### config.mk
export PLATFORM = sky130hd
export DESIGN_NAME = ranked_char_list_top
export DESIGN_NICKNAME = d
export VERILOG_FILES = /design/src/rtl/core/rcl_pkg.sv /design/src/rtl/core/rcl_front.sv /design/src/rtl/core/rcl_queue.sv /design/src/rtl/core/rcl_back.sv /design/src/rtl/core/ranked_char_list_top.sv
export SDC_FILE = /design/constraint.sdc
export NUM_CORES = 1
export LEC_CHECK = 0
export BUFFER_PORTS_ARGS = -buffer_cell sky130_fd_sc_hd__buf_2
export CELL_PAD_IN_SITES_DETAIL_PLACEMENT = 0
export CELL_PAD_IN_SITES_GLOBAL_PLACEMENT = 1
export CORE_MARGIN = 10
export CORE_UTILIZATION = 45
export CTS_CLUSTER_DIAMETER = 120
export DETAILED_ROUTE_END_ITERATION = 16
export GPL_TIMING_DRIVEN = 0
export PLACE_DENSITY_LB_ADDON = 0.1
export SKIP_CTS_REPAIR_TIMING = 1
export SLEW_MARGIN = 40
export SYNTH_ARGS = -nofsm -noshare
export SYNTH_HDL_FRONTEND = slang
export SYNTH_SLANG_ARGS = --single-unit
### constraint.sdc
create_clock -name clk_i -period 8.52 [get_ports clk_i]
set_clock_uncertainty 0.2 [all_clocks]
set_input_delay 0.426 -clock clk_i [delete_from_list [all_inputs] [get_ports clk_i]]
set_output_delay 0.426 -clock clk_i [all_outputs]
set_load 0.05 [all_outputs]
### src/rtl/core/rcl_pkg.sv
// Package for the ranked character list: sizes, operation and status codes,
// and the request, result and internal command types.
// Depends on nothing; every other file in rtl/core uses it.
`default_nettype none

package rcl_pkg;

  localparam int CAPACITY = 32;
  localparam int IdxW     = $clog2(CAPACITY);
  localparam int CntW     = $clog2(CAPACITY + 1);
  localparam int PosW     = 6;
  localparam int ElemW    = 8;
  localparam int CmpW     = ((PosW > CntW) ? PosW : CntW) + 1;
  localparam int QDepth   = 2;
  localparam int QPtrW    = $clog2(QDepth);
  localparam int QCntW    = $clog2(QDepth + 1);

  typedef enum logic [1:0] {
    OP_ADD   = 2'd0,
    OP_DEL   = 2'd1,
    OP_GET   = 2'd2,
    OP_PRINT = 2'd3
  } op_e;

  typedef enum logic [1:0] {
    STATUS_OK      = 2'd0,
    STATUS_BAD_POS = 2'd1,
    STATUS_FULL    = 2'd2
  } status_e;

  typedef enum logic [2:0] {
    CMD_ADD   = 3'd0,
    CMD_DEL   = 3'd1,
    CMD_GET   = 3'd2,
    CMD_PRINT = 3'd3,
    CMD_REPLY = 3'd4
  } cmd_e;

  typedef struct packed {
    op_e              op;
    logic [PosW-1:0]  position;
    logic [ElemW-1:0] element;
  } in_t;

  typedef struct packed {
    status_e          status;
    logic [ElemW-1:0] element_out;
    logic             data_valid;
    logic             last;
  } out_t;

  typedef struct packed {
    cmd_e             kind;
    status_e          status;
    logic [IdxW-1:0]  idx;
    logic [ElemW-1:0] element;
    logic [CntW-1:0]  len;
  } cmd_t;

endpackage

`default_nettype wire

### src/rtl/core/rcl_front.sv
// Front end of the ranked character list: accepts requests, checks ranks
// against its own element count and turns each request into a command.
// Depends on rcl_pkg.
`default_nettype none

module rcl_front (
  input  wire logic          clk_i,
  input  wire logic          rst_ni,
  input  wire logic          start_i,
  input  wire rcl_pkg::in_t  req_i,
  input  wire logic          q_full_i,
  output logic               busy_o,
  output logic               push_o,
  output rcl_pkg::cmd_t      cmd_o
);

  logic [rcl_pkg::CntW-1:0] count_q, count_d;
  logic [rcl_pkg::CmpW-1:0] pos_w, cnt_w;
  logic                     pos_zero;

  assign busy_o   = q_full_i;
  assign push_o   = start_i & ~q_full_i;
  assign pos_w    = rcl_pkg::CmpW'(req_i.position);
  assign cnt_w    = rcl_pkg::CmpW'(count_q);
  assign pos_zero = (pos_w == '0);

  // The count changes as soon as a command is classified, since every
  // accepted add or delete is certain to be carried out by the back end.
  always_comb begin
    count_d         = count_q;
    cmd_o.kind      = rcl_pkg::CMD_REPLY;
    cmd_o.status    = rcl_pkg::STATUS_OK;
    cmd_o.idx       = rcl_pkg::IdxW'(pos_w - rcl_pkg::CmpW'(1));
    cmd_o.element   = req_i.element;
    cmd_o.len       = count_q;
    case (req_i.op)
      rcl_pkg::OP_ADD: begin
        if (pos_zero || (pos_w > cnt_w + rcl_pkg::CmpW'(1))) begin
          cmd_o.status = rcl_pkg::STATUS_BAD_POS;
        end else if (cnt_w == rcl_pkg::CmpW'(rcl_pkg::CAPACITY)) begin
          cmd_o.status = rcl_pkg::STATUS_FULL;
        end else begin
          cmd_o.kind = rcl_pkg::CMD_ADD;
          count_d    = count_q + rcl_pkg::CntW'(1);
        end
      end
      rcl_pkg::OP_DEL: begin
        if (pos_zero || (pos_w > cnt_w)) begin
          cmd_o.status = rcl_pkg::STATUS_BAD_POS;
        end else begin
          cmd_o.kind = rcl_pkg::CMD_DEL;
          count_d    = count_q - rcl_pkg::CntW'(1);
        end
      end
      rcl_pkg::OP_GET: begin
        if (pos_zero || (pos_w > cnt_w)) begin
          cmd_o.status = rcl_pkg::STATUS_BAD_POS;
        end else begin
          cmd_o.kind = rcl_pkg::CMD_GET;
        end
      end
      rcl_pkg::OP_PRINT: begin
        cmd_o.kind = rcl_pkg::CMD_PRINT;
      end
      default: begin
        cmd_o.kind = rcl_pkg::CMD_REPLY;
      end
    endcase
  end

  always_ff @(posedge clk_i or negedge rst_ni) begin
    if (!rst_ni) begin
      count_q <= '0;
    end else if (push_o) begin
      count_q <= count_d;
    end
  end

endmodule

`default_nettype wire

### src/rtl/core/rcl_queue.sv
// Short command queue between the front and back ends of the ranked
// character list. Depends on rcl_pkg.
`default_nettype none

module rcl_queue (
  input  wire logic          clk_i,
  input  wire logic          rst_ni,
  input  wire logic          push_i,
  input  wire rcl_pkg::cmd_t push_cmd_i,
  input  wire logic          pop_i,
  output rcl_pkg::cmd_t      head_o,
  output logic               empty_o,
  output logic               full_o
);

  rcl_pkg::cmd_t             mem_q [rcl_pkg::QDepth];
  logic [rcl_pkg::QPtrW-1:0] wr_ptr_q, rd_ptr_q;
  logic [rcl_pkg::QCntW-1:0] cnt_q;
  logic                      do_pop;

  assign empty_o = (cnt_q == '0);
  assign full_o  = (cnt_q == rcl_pkg::QCntW'(rcl_pkg::QDepth));
  assign head_o  = mem_q[rd_ptr_q];
  assign do_pop  = pop_i & ~empty_o;

  always_ff @(posedge clk_i) begin
    if (push_i) begin
      mem_q[wr_ptr_q] <= push_cmd_i;
    end
  end

  always_ff @(posedge clk_i or negedge rst_ni) begin
    if (!rst_ni) begin
      wr_ptr_q <= '0;
      rd_ptr_q <= '0;
      cnt_q    <= '0;
    end else begin
      if (push_i) begin
        wr_ptr_q <= (wr_ptr_q == rcl_pkg::QPtrW'(rcl_pkg::QDepth - 1)) ?
                    '0 : wr_ptr_q + rcl_pkg::QPtrW'(1);
      end
      if (do_pop) begin
        rd_ptr_q <= (rd_ptr_q == rcl_pkg::QPtrW'(rcl_pkg::QDepth - 1)) ?
                    '0 : rd_ptr_q + rcl_pkg::QPtrW'(1);
      end
      if (push_i && !do_pop) begin
        cnt_q <= cnt_q + rcl_pkg::QCntW'(1);
      end else if (do_pop && !push_i) begin
        cnt_q <= cnt_q - rcl_pkg::QCntW'(1);
      end
    end
  end

endmodule

`default_nettype wire

### src/rtl/core/rcl_back.sv
// Back end of the ranked character list: the shift-register row of
// elements, command execution and the print streamer. Depends on rcl_pkg.
`default_nettype none

module rcl_back (
  input  wire logic          clk_i,
  input  wire logic          rst_ni,
  input  wire rcl_pkg::cmd_t head_i,
  input  wire logic          empty_i,
  output logic               pop_o,
  output logic               res_valid_o,
  output rcl_pkg::out_t      res_o
);

  typedef enum logic [1:0] {
    BK_IDLE  = 2'b01,
    BK_PRINT = 2'b10
  } bk_state_e;

  bk_state_e                 state_q, state_d;
  logic [rcl_pkg::ElemW-1:0] row_q [rcl_pkg::CAPACITY];
  logic [rcl_pkg::ElemW-1:0] row_d [rcl_pkg::CAPACITY];
  logic [rcl_pkg::IdxW-1:0]  pidx_q, pidx_d, rd_idx;
  logic [rcl_pkg::CntW-1:0]  len_q, len_d;
  logic [rcl_pkg::ElemW-1:0] rd_data;
  logic                      print_last;
  logic                      res_valid_d;
  rcl_pkg::out_t             res_d, res_q;
  logic                      res_valid_q;

  // A single read port serves both get and the print stream.
  assign rd_idx     = (state_q == BK_PRINT) ? pidx_q : head_i.idx;
  assign rd_data    = row_q[rd_idx];
  assign print_last = ((rcl_pkg::CntW'(pidx_q) + rcl_pkg::CntW'(1)) == len_q);
  assign pop_o      = (state_q == BK_IDLE) & ~empty_i;

  always_comb begin
    state_d             = state_q;
    pidx_d              = pidx_q;
    len_d               = len_q;
    row_d               = row_q;
    res_valid_d         = 1'b0;
    res_d.status        = rcl_pkg::STATUS_OK;
    res_d.element_out   = '0;
    res_d.data_valid    = 1'b0;
    res_d.last          = 1'b1;
    case (state_q)
      BK_IDLE: begin
        if (!empty_i) begin
          case (head_i.kind)
            rcl_pkg::CMD_ADD: begin
              res_valid_d = 1'b1;
              row_d[0] = (head_i.idx == '0) ? head_i.element : row_q[0];
              for (int i = 1; i < rcl_pkg::CAPACITY; i++) begin
                if (rcl_pkg::IdxW'(i) > head_i.idx) begin
                  row_d[i] = row_q[i-1];
                end else if (rcl_pkg::IdxW'(i) == head_i.idx) begin
                  row_d[i] = head_i.element;
                end
              end
            end
            rcl_pkg::CMD_DEL: begin
              res_valid_d = 1'b1;
              for (int i = 0; i < rcl_pkg::CAPACITY - 1; i++) begin
                if (rcl_pkg::IdxW'(i) >= head_i.idx) begin
                  row_d[i] = row_q[i+1];
                end
              end
            end
            rcl_pkg::CMD_GET: begin
              res_valid_d       = 1'b1;
              res_d.element_out = rd_data;
              res_d.data_valid  = 1'b1;
            end
            rcl_pkg::CMD_PRINT: begin
              if (head_i.len == '0) begin
                res_valid_d = 1'b1;
              end else begin
                state_d = BK_PRINT;
                pidx_d  = '0;
                len_d   = head_i.len;
              end
            end
            rcl_pkg::CMD_REPLY: begin
              res_valid_d  = 1'b1;
              res_d.status = head_i.status;
            end
            default: begin
              res_valid_d = 1'b0;
            end
          endcase
        end
      end
      BK_PRINT: begin
        res_valid_d       = 1'b1;
        res_d.element_out = rd_data;
        res_d.data_valid  = 1'b1;
        res_d.last        = print_last;
        pidx_d            = pidx_q + rcl_pkg::IdxW'(1);
        if (print_last) begin
          state_d = BK_IDLE;
        end
      end
      default: begin
        state_d = BK_IDLE;
      end
    endcase
  end

  always_ff @(posedge clk_i) begin
    row_q  <= row_d;
    res_q  <= res_d;
    pidx_q <= pidx_d;
    len_q  <= len_d;
  end

  always_ff @(posedge clk_i or negedge rst_ni) begin
    if (!rst_ni) begin
      state_q     <= BK_IDLE;
      res_valid_q <= 1'b0;
    end else begin
      state_q     <= state_d;
      res_valid_q <= res_valid_d;
    end
  end

  assign res_valid_o = res_valid_q;
  assign res_o       = res_q;

endmodule

`default_nettype wire

### src/rtl/core/ranked_char_list_top.sv
// Top level of the ranked character list: front end, command queue and
// back end. Depends on rcl_pkg, rcl_front, rcl_queue and rcl_back.
`default_nettype none

// The block keeps an ordered list of up to CAPACITY bytes addressed by
// 1-based rank and executes add, delete, get and print requests. A request
// is taken at a clock edge where start_i is high and busy_o is low. Every
// result appears on res_o for exactly one cycle with res_valid_o high, and
// the receiver must take it then, because the block cannot be stalled from
// the result side. Add, delete, get and rejected requests each give one
// result, held first in the command queue and then in the result register,
// and a run of them is sustained at one request per cycle while no print
// holds the back end. A print occupies the back end while the stored elements
// stream out (a single result when the list is empty), since the row has a
// single read port that streams one element per cycle; during that time up
// to two further requests wait in the command queue, and busy_o rises once
// the queue is full. Ranks are checked in the front end against its own
// element count, so the status of a request never waits on the back end.

module ranked_char_list_top (
  input  wire logic         clk_i,
  input  wire logic         rst_ni,
  input  wire logic         start_i,
  input  wire rcl_pkg::in_t req_i,
  output logic              busy_o,
  output logic              res_valid_o,
  output rcl_pkg::out_t     res_o
);

  rcl_pkg::cmd_t push_cmd, head_cmd;
  logic          push, pop, q_empty, q_full;

  // The front end classifies each request and tracks the element count.
  rcl_front u_front (
    .clk_i    (clk_i),
    .rst_ni   (rst_ni),
    .start_i  (start_i),
    .req_i    (req_i),
    .q_full_i (q_full),
    .busy_o   (busy_o),
    .push_o   (push),
    .cmd_o    (push_cmd)
  );

  // The queue lets the front end keep accepting while a print streams.
  rcl_queue u_queue (
    .clk_i      (clk_i),
    .rst_ni     (rst_ni),
    .push_i     (push),
    .push_cmd_i (push_cmd),
    .pop_i      (pop),
    .head_o     (head_cmd),
    .empty_o    (q_empty),
    .full_o     (q_full)
  );

  // The back end owns the element row and drives the registered results.
  rcl_back u_back (
    .clk_i       (clk_i),
    .rst_ni      (rst_ni),
    .head_i      (head_cmd),
    .empty_i     (q_empty),
    .pop_o       (pop),
    .res_valid_o (res_valid_o),
    .res_o       (res_o)
  );

endmodule

`default_nettype wire
# ---- Yosys cells after proc, flatten, opt, wreduce, memory -nomap -nowiden
# Memories as Yosys holds them, arrays and structs flattened.
# Cells that the tools add are included.
dict set report classes {
  n_eq_ne 112
  bitwise_logic 9
  div 0
  mux 134
  addsub 10
  shift 0
  n_reduce_logical 56
  mul 0
  n_lt_le_gt_ge 65
}
# operator count
set op_table {}
lappend op_table {{8-bit two-way mux} 96}
lappend op_table {{248-bit case mux with 2 select lines} 1}
lappend op_table {{5-bit AND reduction} 32}
lappend op_table {{3-bit by 1-bit inequality test with 1-bit output (second input constant)} 30}
lappend op_table {{5-bit equality test (first input constant)} 16}
lappend op_table {{5-bit > comparator (first input constant)} 16}
lappend op_table {{5-bit greater-or-equal comparator (first input constant)} 15}
lappend op_table {{2-bit by 1-bit inequality test with 1-bit output (second input constant)} 33}
lappend op_table {{8-bit binary-select mux with 5-bit select} 1}
lappend op_table {{4-bit by 5-bit equality test with 1-bit output (first input constant)} 8}
lappend op_table {{4-bit by 5-bit greater-or-equal comparator with 1-bit output (first input constant)} 8}
lappend op_table {{4-bit by 5-bit > comparator with 1-bit output (first input constant)} 8}
lappend op_table {{3-bit by 5-bit equality test with 1-bit output (first input constant)} 4}
lappend op_table {{3-bit by 5-bit greater-or-equal comparator with 1-bit output (first input constant)} 4}
lappend op_table {{3-bit by 5-bit > comparator with 1-bit output (first input constant)} 4}
lappend op_table {{5-bit two-way mux} 4}
lappend op_table {{6-bit two-way mux} 3}
lappend op_table {{9-bit two-way mux} 2}
lappend op_table {{9-bit case mux with 2 select lines} 1}
lappend op_table {{2-bit two-way mux} 8}
lappend op_table {{4-bit AND reduction} 4}
lappend op_table {{3-bit two-way mux} 4}
lappend op_table {{2-bit inequality test (second input constant)} 6}
lappend op_table {{3-bit case mux with 4 select lines} 1}
lappend op_table {{other kinds (45)} 77}
dict set report word_totals {
  mem_bits_ro 0
  n_memories 1
  ramBits 48
  output_inout_bits 14
  latch_bits 0
  input_bits 19
  regBits 292
}
# name words width read_ports rd_clocked_by_memory_dff write_ports line_no
set memory_table {}
lappend memory_table {u_queue.mem_q 2 24 1 0 1 rcl_queue.sv:16} ;# rcl_pkg::cmd_t mem_q [rcl_pkg::QDepth];

# ---- Logic depth before layout (Yosys ltp)
# Gate-level depths: netlist (run 1).
dict set report depth {
  word_depth 9
  ltp_mapped 11
  depth_no_buf 10
}

# ---- Hierarchy
# From an unflattened synthesis (run 1), not the netlist that was laid out.
dict set report unflattened {
  hier_cells 2150
  area_unflattened_um2 21503.1
}
# module area_each_um2 cells_each instances
set modules_own_cells {}
lappend modules_own_cells {rcl_back 18375.1 1928 1}
lappend modules_own_cells {rcl_queue 2021.9 91 1}
lappend modules_own_cells {rcl_front 1106.1 131 1}

# ---- Worst setup path before layout (run 1)
# No wires, ideal clock.
dict set report synth_path {
  path_type {reg2reg}
  startpoint {register u_queue.rd_ptr_q}
  endpoint {register u_back.row_q[112] (netlist name) (enable)}
  path_stages_with_launch 9
  setup_time_ps 386
  required_ps 7934
  slack_ps 5494
  period_less_slack_ps 3026
  arrival_time_ps 2439
  cell_sequence {dfrtp_1 > buf_6 > buf_2 > buf_4 > buf_2 > mux2i_1 > nand3_1 > clkbuf_1 > a211oi_1}
}
dict set report synth_via {
  elab_chain_cells 4
}
# element line_no
set synth_lines {}
lappend synth_lines {{start, declared} rcl_queue.sv:17} ;# logic [rcl_pkg::QPtrW-1:0] wr_ptr_q, rd_ptr_q;
lappend synth_lines {{start signal, assigned} rcl_queue.sv:43} ;# rd_ptr_q <= (rd_ptr_q == rcl_pkg::QPtrW'(rcl_pkg::QDepth - 1)) ?
lappend synth_lines {{memory 2 x 24 bit (*)} --}
lappend synth_lines {{5-bit > comparator, or another cell as far along} rcl_back.sv:55} ;# if (rcl_pkg::IdxW'(i) > head_i.idx) begin
lappend synth_lines {{3-bit by 1-bit inequality test with 1-bit output (no source line), or another cell as far along} --}
lappend synth_lines {{5-bit AND reduction (no source line) (*)} --}
lappend synth_lines {{end signal, assigned} rcl_back.sv:111} ;# row_q <= row_d;
lappend synth_lines {{end, declared} rcl_back.sv:21} ;# logic [rcl_pkg::ElemW-1:0] row_q [rcl_pkg::CAPACITY];
# Every way passes the cells marked *; elsewhere a longest branch is shown, timed or not.
# A chain may end at the register's enable or synchronous reset.

==> results.yml, run 1 <==
worst_setup_path:
  crit_type: "flop to flop"
  slowest_stage: "mux2i_1"
  path_max_fanout: 10
  cp-end-kind: "flop"
  reg2reg_from: "u_back.state_q[0]"
  reg2reg_slack_ps: 4170
  crit_chain: "inv_1 > ha_1 > buf_2 > inv_1 > mux2i_1 > buf_4 > buf_4 > buf_2 > mux4_2 > a22oi_1 > nand4_1"
  start_kind: "flop"
  arrival_ps: 4540
  cp_data_required_time_ps: 8710
  r2r_end: "u_back.res_o[4]"
  crit_start: "u_back.state_q[0]"
  reg2reg_depth: 11
  slowest_delay_ps: 720
synthesis:
  synth_area_leader_cell: "edfxtp_1"
  ys_warn_count: 0
  syn_inst: 1839
  synth_most_common_cell: "edfxtp_1"
  synth_enable_flop_cells: 315
  async_flop_share_pct: 3.824
  synth_cell_types: 67
  avgSynthCellArea_um2: 10.48
  synth.top_cell.area_share_pct: 49.08
  synthTopCellsByCount: "315 x edfxtp_1, 239 x nand2_1, 236 x nor2_1"
  synth_area_um2: 19270
  synth_ff_type: "edfxtp_1"
  synth_area_leaders: "edfxtp_1 49%, mux4_2 7.1%, mux2i_1 5.9%"
  ys_seq_area_share_pct: 52.02
  ys_seq_elements: 340
  synth_nets: 1887
drt:
  vias: 15880
  drtIter0Drc: 1875
  vias_per_cell: 6.358
  wirelength_um: 72050
  wl_per_cell_um: 28.84
  final_antenna_net_count: 0
  drc_errors: 0
  firstDrtPassIters: 6
min_path:
  hold_end: "u_queue.mem_q[0][14]"
  min_path_type: "primary input to flop"
  worstHoldStart: "req_i[8]"
  whs_path_depth: 2
global_routing:
  grt_remaining_overflow: 0
  grt.total_usage_pct: 27.90
  grt_max_degree: 25
  grt_pass1_vias: 15330
  grt_antenna_before_repair: 1
  grt_pass1_wl_um: 104600
sta:
  tns_ps: 0
  finalCriticalPeriod_ps: 4350
  slew_viol_final: 0
  setup_ws_ps: 4170
  maxSlewHeadroom_pct: 39.27
  tightest_slew_ps: 911.0
  hold_viol: 0
  setup_viol: 0
  max_freq_ghz: 0.2299
  rsz0062_at_grt: "false"
  fin_crit_sh_pct: 51.06
floorplanning:
  rows: 75
  core-area_um2: 42130
  dieWidth_um: 226.9
  io_pins: 33
  dieArea_um2: 51500
  die_y_um: 226.9
  start_util_pct: 45.74
pwr:
  total_power_uw: 9294
  power_leakage_uw: 0.007738
  ir_worst_vdd_mv: 0.1910
  powerDensity_nw_per_um2: 428.8
run_status:
  outcome: "completed"
clock_tree:
  clkSinkCount: 340
  worstSkewPairLatency_ps: 590
  htree_num_levels: 2
  clkTransAtPathRegs_ps: 60
  cts_buffers: 41
  cts_tree: "built"
  clockBufferDepth: 3
  clock-root-buffer: "clkbuf_16"
finish:
  syn_to_final_growth_pct: 12.46
  drive_gt1_share_pct: 14.04
  nets: 1973
place:
  dpl.hpwl_um: 52350
  portBuffers: 32
  gp_congestion: 0.9983
  place_ws_ps: 4310
flow_run:
  cap_viol_max_count: 0
==> where the power goes <==
part | internal (uW) | total, uW | switching (uW)
Sequential | 2660 | 3080 | 423
Clock | 1010 | 1750 | 740
Combinational | 1500 | 4460 | 2970
==> how the worst max path moves through the flow <==
stage                                   end  slack [ps]  cells past startpoint
after floorplan           u_back.row_q[112]        5490                      8
after global placement    u_back.row_q[237]        4200                      8
after detailed placement    u_back.res_o[4]        4310                     11
after CTS                   u_back.res_o[4]        4270                     11
after global routing        u_back.res_o[7]        4050                     11
final                       u_back.res_o[4]        4170                     11
==> state kept, by name (all words and copies together), names as in the netlist <==
| name | flops |
|---|---|
| u_back.row_q | 256 |
| u_queue.mem_q | 48 |
| u_back.res_o | 12 |
| u_back.len_q | 6 |
| u_front.count_q | 6 |
| u_back.pidx_q | 5 |
| u_back.state_q | 2 |
| u_queue.cnt_q | 2 |
| u_back.res_valid_o | 1 |
| u_queue.rd_ptr_q | 1 |
| u_queue.wr_ptr_q | 1 |
==> per-layer routing <==
metal | track usage, % | routed length (um) | vias to the layer above
li1 | - | - | 6939
met1 | 37.45 | 29490 | 7873
met2 | 43.01 | 32390 | 877
met3 | 5.263 | 6532 | 193
met4 | 13.33 | 3634 | 0
met5 | 0 | 0 | -
==> cell type report <==
class / instances / area (um^2)
fill: 3845 / 20460
sequential: 340 / 10030
multi-input combinational: 1332 / 8642
clock buffer: 54 / 1180
tap: 539 / 674.4
buffer: 139 / 629.4
timing repair buffer: 43 / 276.5
clock inverter: 22 / 137.6
inverter: 28 / 105.1
antenna: 1 / 2.502
==> metrics by stage <==
step	instances	instance area (um^2)	utilization [%]	hold slack [ps]
finish	2498	21670	51.44	66.73
detailed placement	2412	20240	48.04	161.0
global route	2497	21670	51.43	75.60
CTS	2488	21560	51.17	-441.1
global placement	2410	20110	47.72	154.8
floorplan	1839	19270	-	-69.59
==> critical path: cells and delay by family (launching register included) <==
kind | cells | cell delay (ps)
fa+ha+maj | 1 | 180
compound gates | 1 | 310
simple gates | 1 | 270
buf+inv | 6 | 1550
mux | 2 | 1100
flops | 1 | 540
==> cell usage in the layout, fill, tap and decap left out, drive strengths merged, types with 2 or more instances in the layout <==
cell | synthesis | layout
a2111oi | 3 | 3
a211oi | 5 | 5
a21o | 10 | 10
a21oi | 210 | 210
a22o | 2 | 2
a22oi | 29 | 29
a32oi | 3 | 3
and2 | 6 | 6
and3 | 2 | 2
buf | 35 | 69
clkbuf | 104 | 158
clkinv | 0 | 18
dfrtp | 12 | 12
dfxtp | 12 | 12
dlygate4sd3 | 0 | 9
edfxtp | 315 | 315
ha | 28 | 28
inv | 28 | 30
mux2 | 24 | 24
mux2i | 116 | 116
mux4 | 61 | 61
nand2 | 240 | 240
nand2b | 9 | 9
nand3 | 17 | 17
nand3b | 3 | 3
nand4 | 7 | 7
nor2 | 241 | 241
nor2b | 8 | 8
nor3 | 15 | 15
o2111ai | 4 | 4
o21a | 2 | 2
o21ai | 232 | 232
o21bai | 3 | 3
o2bb2ai | 2 | 2
o32ai | 3 | 3
or3 | 3 | 3
or4 | 3 | 3
xnor2 | 16 | 16
xor2 | 9 | 9
==> cell families after synthesis <==
| kind of cell | share of synthesized area [%] |
|---|---|
| adder cells (fa/ha/maj) | 1.922 |
| AND/OR/NAND/NOR | 11.90 |
| multiplexers | 14.59 |
| XOR/XNOR | 1.136 |
| flip-flops | 52.02 |
| buffers and inverters | 3.655 |
| AO/OA/AOI/OAI | 14.77 |
No activity file was read; power rests on OpenSTA's default activity.
==> run 2, diff against run 1 <==
==> constraint.sdc (replaced) <==
create_clock -name clk_i -period 3.9 [get_ports clk_i]
set_clock_uncertainty 0.2 [all_clocks]
set_input_delay 0.195 -clock clk_i [delete_from_list [all_inputs] [get_ports clk_i]]
set_output_delay 0.195 -clock clk_i [all_outputs]
set_load 0.05 [all_outputs]
==> run 2 against run 1 <==
Effect of this change: first-iteration DRC count rose by 1.7%; clock power is 120% higher; power grew 120%; final area up 0.70%; via count shrank 0.64%; global-route usage is the same; critical path type unchanged; highest routed layer unchanged.
==> results.yml, run 2 (synthesized netlist as in run 1, its figures left out) <==
run_status:
  outcome: "completed"
sta:
  rsz0062_at_grt: "true"
  finalCriticalPeriod_ps: 3804
  setup_viol: 0
  maxSlewHeadroom_pct: 38.90
  slew_viol_final: 0
  fin_crit_sh_pct: 97.55
  hold_viol: 0
  max_freq_ghz: 0.2629
  tightest_slew_ps: 916.5
  tns_ps: 0
global_routing:
  grt_max_degree: 25
  grt_pass1_vias: 15330
  grt_remaining_overflow: 0
  grt_pass1_wl_um: 104600
  grt.total_usage_pct: 27.90
  grt_antenna_before_repair: 1
clock_tree:
  htree_num_levels: 2
  cts_buffers: 41
  clkSinkCount: 340
  worstSkewPairLatency_ps: 590
  clockBufferDepth: 3
  clkTransAtPathRegs_ps: 60
  cts_tree: "built"
  clock-root-buffer: "clkbuf_16"
min_path:
  worstHoldStart: "req_i[13]"
  min_path_type: "primary input to flop"
finish:
  top_register: "u_back.row_q"
  nets: 1984
  drive_gt1_share_pct: 14.47
  final_cell_mix: "315 x edfxtp_1, 239 x nand2_1, 228 x o21ai_0"
  largest_reg_flops: 256
  layout_commonest_cell: "edfxtp_1"
  syn_to_final_growth_pct: 13.24
  utilization_pct: 51.80
  fin_cells: 2509
  final_area_um2: 21820
drt:
  final_antenna_net_count: 0
  vias: 15780
  wl_per_cell_um: 28.69
  drtIter0Drc: 1907
  wirelength_um: 71990
  drc_errors: 0
  firstDrtPassIters: 6
  vias_per_cell: 6.290
worst_setup_path:
  crit_chain: "inv_1 > ha_1 > buf_2 > inv_1 > buf_2 > mux2i_1 > o2111ai_1 > nor2_1 > a22oi_1 > nand4_1"
  start_kind: "flop"
  arrival_ps: 4110
  crit_start: "u_back.state_q[0]"
  cp_data_required_time_ps: 4200
  cp-end-kind: "flop"
  path_max_fanout: 10
  reg2reg_slack_ps: 100
  reg2reg_from: "u_back.state_q[0]"
  slowest_stage: "mux2i_1"
  crit_type: "flop to flop"
  slowest_delay_ps: 610
floorplanning:
  core-area_um2: 42130
  dieWidth_um: 226.9
  start_util_pct: 45.74
  rows: 75
  io_pins: 33
  dieArea_um2: 51500
  die_y_um: 226.9
pwr:
  powerDensity_nw_per_um2: 931.7
  power_leakage_uw: 0.007789
  ir_worst_vdd_mv: 0.4173
flow_run:
  cap_viol_max_count: 0
place:
  portBuffers: 32
  dpl.cell_count: 2412
  gp_congestion: 0.9983
  placed_area_um2: 20240
  dpl.hpwl_um: 52350
==> run 2: changes by cell type in the layout (fill, tap and decap cells not counted), sizes merged <==
cell	change
buf	+1
dlygate4sd3	+10
==> run 2: path summary, 6_finish.rpt <==
kind                                        end  depth (start not counted)
setup / recovery                u_back.res_o[3]                         10
hold reg to reg                u_back.res_o[11]                          2
max in group asynchronous    u_front.count_q[0]                          4
hold / removal             u_queue.mem_q[1][20]                          4
setup reg to reg                u_back.res_o[3]                         10
min in group asynchronous     u_back.state_q[0]                          3
==> run 2: routing by layer <==
layer	share of wire, %	wire length, um	track usage (%)	up-vias
li1	-	-	-	6956
met1	41	29490	37.45	7775
met2	45	32430	43.01	857
met3	8.9	6418	5.263	193
met4	5.1	3654	13.33	0
met5	0	0	0	-
==> run 2: worst max-delay path: cells and delay by family, from the launching register on <==
| kind | cells | cell delay [ps] |
|---|---|---|
| compound gates | 2 | 690 |
| fa+ha+maj | 1 | 180 |
| buf+inv | 4 | 770 |
| flops | 1 | 540 |
| mux | 1 | 610 |
| simple gates | 2 | 750 |
==> run 2: layout make-up <==
cell class | instances | area (um^2)
Clock inverter | 22 | 137.6
Tap cell | 539 | 674.4
Fill cell | 3838 | 20310
Multi-Input combinational cell | 1332 | 8680
Timing Repair Buffer | 55 | 391.6
Sequential cell | 340 | 10030
Inverter | 28 | 105.1
Clock buffer | 54 | 1180
Antenna cell | 1 | 2.502
Buffer | 138 | 628.1
==> run 2: power by group <==
group	switching [uW]	internal, uW	total, uW
Clock	1610	2200	3810
Combinational	6480	3300	9780
Sequential	928	5810	6740
==> run 2: stage by stage <==
stage                     setup WS [ps]  power [uW]  hold slack [ps]
after floorplan                   874.3       12610           -300.6
after global placement           -420.5       16040           -76.24
after detailed placement         -310.4       16260           -70.04
after CTS                        -347.4       20080           -672.1
after global routing             -27.45       21270            133.8
final                             95.72       20330            94.42
